`config.mk`:
```
export PLATFORM = sky130hd
export DESIGN_NAME = dts_cell
export DESIGN_NICKNAME = d
export VERILOG_FILES = /design/src/dts_pkg.sv /design/src/dts_cell.sv
export SDC_FILE = /design/constraint.sdc
export NUM_CORES = 1
export LEC_CHECK = 0
export BUFFER_PORTS_ARGS = -buffer_cell sky130_fd_sc_hd__buf_4
export CORE_AREA = 2 2 73 68
export CTS_CLUSTER_DIAMETER = 30
export DETAILED_ROUTE_END_ITERATION = 12
export DIE_AREA = 0 0 75 70
export GPL_TIMING_DRIVEN = 0
export MAX_ROUTING_LAYER = met4
export PLACE_DENSITY = 0.8
export SYNTH_ARGS = -nofsm -noshare
export SYNTH_HDL_FRONTEND = slang
export SYNTH_SLANG_ARGS = --single-unit
```
`constraint.sdc`:
```
create_clock -name clk -period 4.7 [get_ports clk]
set_input_delay 0.47 -clock clk [delete_from_list [all_inputs] [get_ports clk]]
set_output_delay 0.47 -clock clk [all_outputs]
set_load 0.03 [all_outputs]
```
`src/dts_pkg.sv`:
```
// shared types and constants of the date sorter
`default_nettype none

package dts_pkg;

  localparam int DAY_W   = 5;
  localparam int MONTH_W = 4;
  localparam int YEAR_W  = 16;
  localparam int KEY_W   = DAY_W + MONTH_W + YEAR_W;

  typedef logic [KEY_W-1:0] date_key_t;

  typedef struct packed {
    logic      valid;
    logic      grt;
    date_key_t key;
  } dts_link_t;

  typedef struct packed {
    logic      ins;
    logic      shift;
    date_key_t key_new;
  } dts_ctrl_t;

endpackage

`default_nettype wire

```
`src/dts_cell.sv`:
```
// one sorting cell: holds a date, inserts in order and shifts toward the head
`default_nettype none

module dts_cell (
  input  wire logic              clk,
  input  wire logic              rst,
  input  wire dts_pkg::dts_ctrl_t ctrl,
  input  wire dts_pkg::dts_link_t left,
  input  wire dts_pkg::dts_link_t right,
  output dts_pkg::dts_link_t     link
);
  import dts_pkg::*;

  logic      valid;
  date_key_t key;
  logic      grt;

  // an empty cell counts as greater so the new date lands at the tail
  assign grt = !valid || (key > ctrl.key_new);

  always_ff @(posedge clk) begin
    if (rst) begin
      valid <= 1'b0;
    end else if (ctrl.shift) begin
      valid <= right.valid;
    end else if (ctrl.ins && grt) begin
      valid <= valid | left.valid;
    end
  end

  always_ff @(posedge clk) begin
    if (ctrl.shift) begin
      key <= right.key;
    end else if (ctrl.ins && grt) begin
      key <= left.grt ? left.key : ctrl.key_new;
    end
  end

  assign link.valid = valid;
  assign link.grt   = grt;
  assign link.key   = key;

endmodule

`default_nettype wire

```
==> impl_metrics.csv <==
group,metric,value,unit
synth,ys_warn_count,0,
setup_path,r2r_end,"key[5]",
routing,wl_per_cell,13.31,um
placement,place_area,2875,um^2
timing,relSlewSlack,53.82,%
grt,grt_pass1_wl,8073,um
clocking,clk_pin_slew,0.09,ns
grt,grt-ovfl-total,0,
floorplanning,start_util,42.86,%
setup_path,crit_type,"flop to primary output",
min_path,min-delay-start,"rst",
timing,setup_tns,0,ns
setup_path,crit_chain,"ha_1 -> a21oi_2 -> o21ai_1 -> a2111o_1 -> a2111oi_2 -> o21ai_1 -> buf_4 -> buf_4",
timing,finalHoldViolCount,0,
grt,grt_max_degree,15,
min_path,hold_class,"primary input to flop",
layout,seq_area,770.7,um^2
routing,num_vias,1887,
placement,portBuffers,106,
timing,rsz0062_at_grt,"false",
synth,yosysSeqAreaShare,39.14,%
clocking,clk_latency,0.27,ns
layout,postLayoutCellArea,2920,um^2
layout,syn_to_final_growth,48.28,%
synth,synthCells,210,
timing,setup_violations,0,
min_path,holdPathEnd,"valid",
floorplanning,die_h,70,um
job,cap_violations,0,
synth,ys_ff_latch,26,
layout,layout.core_utilization,63.56,%
floorplanning,core_area,4594,um^2
synth,syn-mean-instance-area,9.378,um^2
timing,fmax,331.7,MHz
power_and_ir_drop,p_per_area,246.8,nW/um^2
routing,drc,0,
setup_path,cp_slowest_cell,"a2111oi_2",
routing,ant_nets,0,
floorplanning,die-area,5250,um^2
clocking,cts.sinks,26,
timing,slew_violations,0,
layout,multiInputGateArea,1055,um^2
placement,gp_congestion,0.7678,
synth,yosys-top-cells-area,"edfxtp_1 (38%), ha_1 (16%), mux2i_1 (13%)",
setup_path,worstPathArrival,2.55,ns
placement,dp_hpwl,4234,um
clocking,cts.root.buffer_cell,"clkbuf_8",
layout,drive_gt1_share,37.07,%
routing,wirelength,5137,um
synth,async_flop_share,0,%
clocking,h-tree-depth,1,
placement,pre_cts_slack,1.681,ns
timing,worstMarginPinSlew,0.6927,ns
setup_path,ff2ff_path_depth,6,
min_path,worstHoldPathCells,2,
setup_path,timing.rr.start,"key[24]",
setup_path,reg2reg_slack,1.84,ns
synth,post_synth_most_frequent_cells,"nand2_1 (29), o21ai_0 (29), inv_1 (28)",
power_and_ir_drop,vdd_drop_max,171.9,uV
run_status,status,"complete, no violations",
clocking,cts_tree,"built",
timing,setup_ws,1.685,ns
synth,synth-edff-count,25,
synth,mappedNetlistArea,1969,um^2
timing,fin_crit_sh,64.15,%
setup_path,crit_required,4.23,ns
clocking,cts_resized,0,
grt,grtUsageTotal,20.01,%
setup_path,slowest_delay,0.48,ns
synth,yosysTopAreaCell,"edfxtp_1",
synth,synth_cell_types,25,
routing,dr.pass1.iters,4,
grt,antenna_found_initial,0,
floorplanning,pin_count,110,
layout,fill_cells,419,
timing,skew,0.01026,ns
clocking,holdBufCountCts,0,
floorplanning,die_w,75,um
timing,finalCriticalPeriod,3.015,ns
placement,placedCellCount,382,
setup_path,worstSetupStartpointType,"flop",
layout,fin_cells,386,
layout,final_nets,430,
setup_path,cp_max_fo,2,
routing,via_per_inst,4.889,
clocking,cts_setup_buffers,0,
grt,grt_pass1_vias,1885,
clocking,cts.path.max_buffers,2,
clocking,cts_buffers,3,
setup_path,critPathCaptureType,"primary output",
synth,synth_ff_type,"edfxtp_1",
layout,diodes,0,
floorplanning,rows,24,
synth,syn_nets,318,
routing,drt_iter0_markers,65,
synth,yosys.area.top_type_share,38.12,%
power_and_ir_drop,p_leak,1.498,nW
## metal layers
metal | GRT usage, % | up-vias | routed length (um)
met4 | 2.976 | 0 | 34
met1 | 25.05 | 842 | 2241
met5 | - | - | 0
met3 | 2.165 | 4 | 300
met2 | 35.09 | 72 | 2561
li1 | - | 969 | -
## worst max-delay path: cells and delay by family, from the launching register on
family / cells / cell delay (ns)
AO/OA/AOI/OAI: 5 / 1.24
adder cells (fa/ha/maj): 1 / 0.32
flip-flops: 1 / 0.42
buffers and inverters: 2 / 0.30
## flip-flops by register name (all words and copies together), names as in the netlist
name,cells
key,25
valid,1
## power breakdown
part	leakage, nW	total (W)	switching [W]	internal (W)
clock	0.0228	0.000135	0.0000746	0.0000607
combinational	1.21	0.000282	0.000152	0.000130
sequential	0.268	0.000303	0.0000153	0.000288
total	1.50	0.000721	0.000242	0.000479
## how the worst max path moves through the flow
stage	start	endpoint	depth (start not counted)
final	key[2]	link[25]	8
after detailed placement	ctrl[24]	key[16]	8
after CTS	key[2]	link[25]	8
after global routing	key[24]	link[25]	7
after floorplan	key[24]	key[0]	5
after global placement	ctrl[24]	key[14]	7
## cell usage in the layout (no fill, tap or decap)
cell type / n
nand2_1: 29
clkbuf_8: 3
a22o_1: 1
a2111oi_2: 1
nor4_1: 1
ha_1: 25
nand4_1: 6
a21oi_1: 11
a211oi_1: 1
edfxtp_1: 25
clkbuf_1: 7
buf_8: 1
nand3_1: 1
buf_2: 3
mux2i_1: 25
buf_4: 108
and3_1: 1
dfxtp_1: 1
a21oi_2: 2
o31ai_4: 1
nor2_1: 5
inv_1: 28
a21o_1: 1
nor3_1: 2
o21ai_0: 29
a2111o_1: 1
o21ai_1: 2
## logic make-up (layout without fill, tap and decap cells)
family | Yosys count | in the layout | synth area share (%)
compound gates | 50 | 50 | 14.49
flops | 26 | 26 | 39.14
mux | 25 | 25 | 12.71
simple gates | 45 | 45 | 9.784
fa+ha+maj | 25 | 25 | 15.88
buf+inv | 39 | 150 | 8.005
## per-stage QoR
step                      hold slack [ns]  power [W]
after floorplan                    0.5424  0.0004639
after global placement             0.6301  0.0005808
after detailed placement           0.6299  0.0005919
after CTS                          0.3427  0.0007265
after global routing               0.3443  0.0007620
final                              0.3459  0.0007208
## layout make-up
type,count,share of cell area [%]
Multi-Input combinational cell,145,36.12
Sequential cell,26,26.39
Buffer,11,1.799
Inverter,28,3.599
Clock buffer,4,1.542
Timing Repair Buffer,107,27.76
Tap cell,65,2.785
Note: power is estimated with default switching activity, not from simulation.
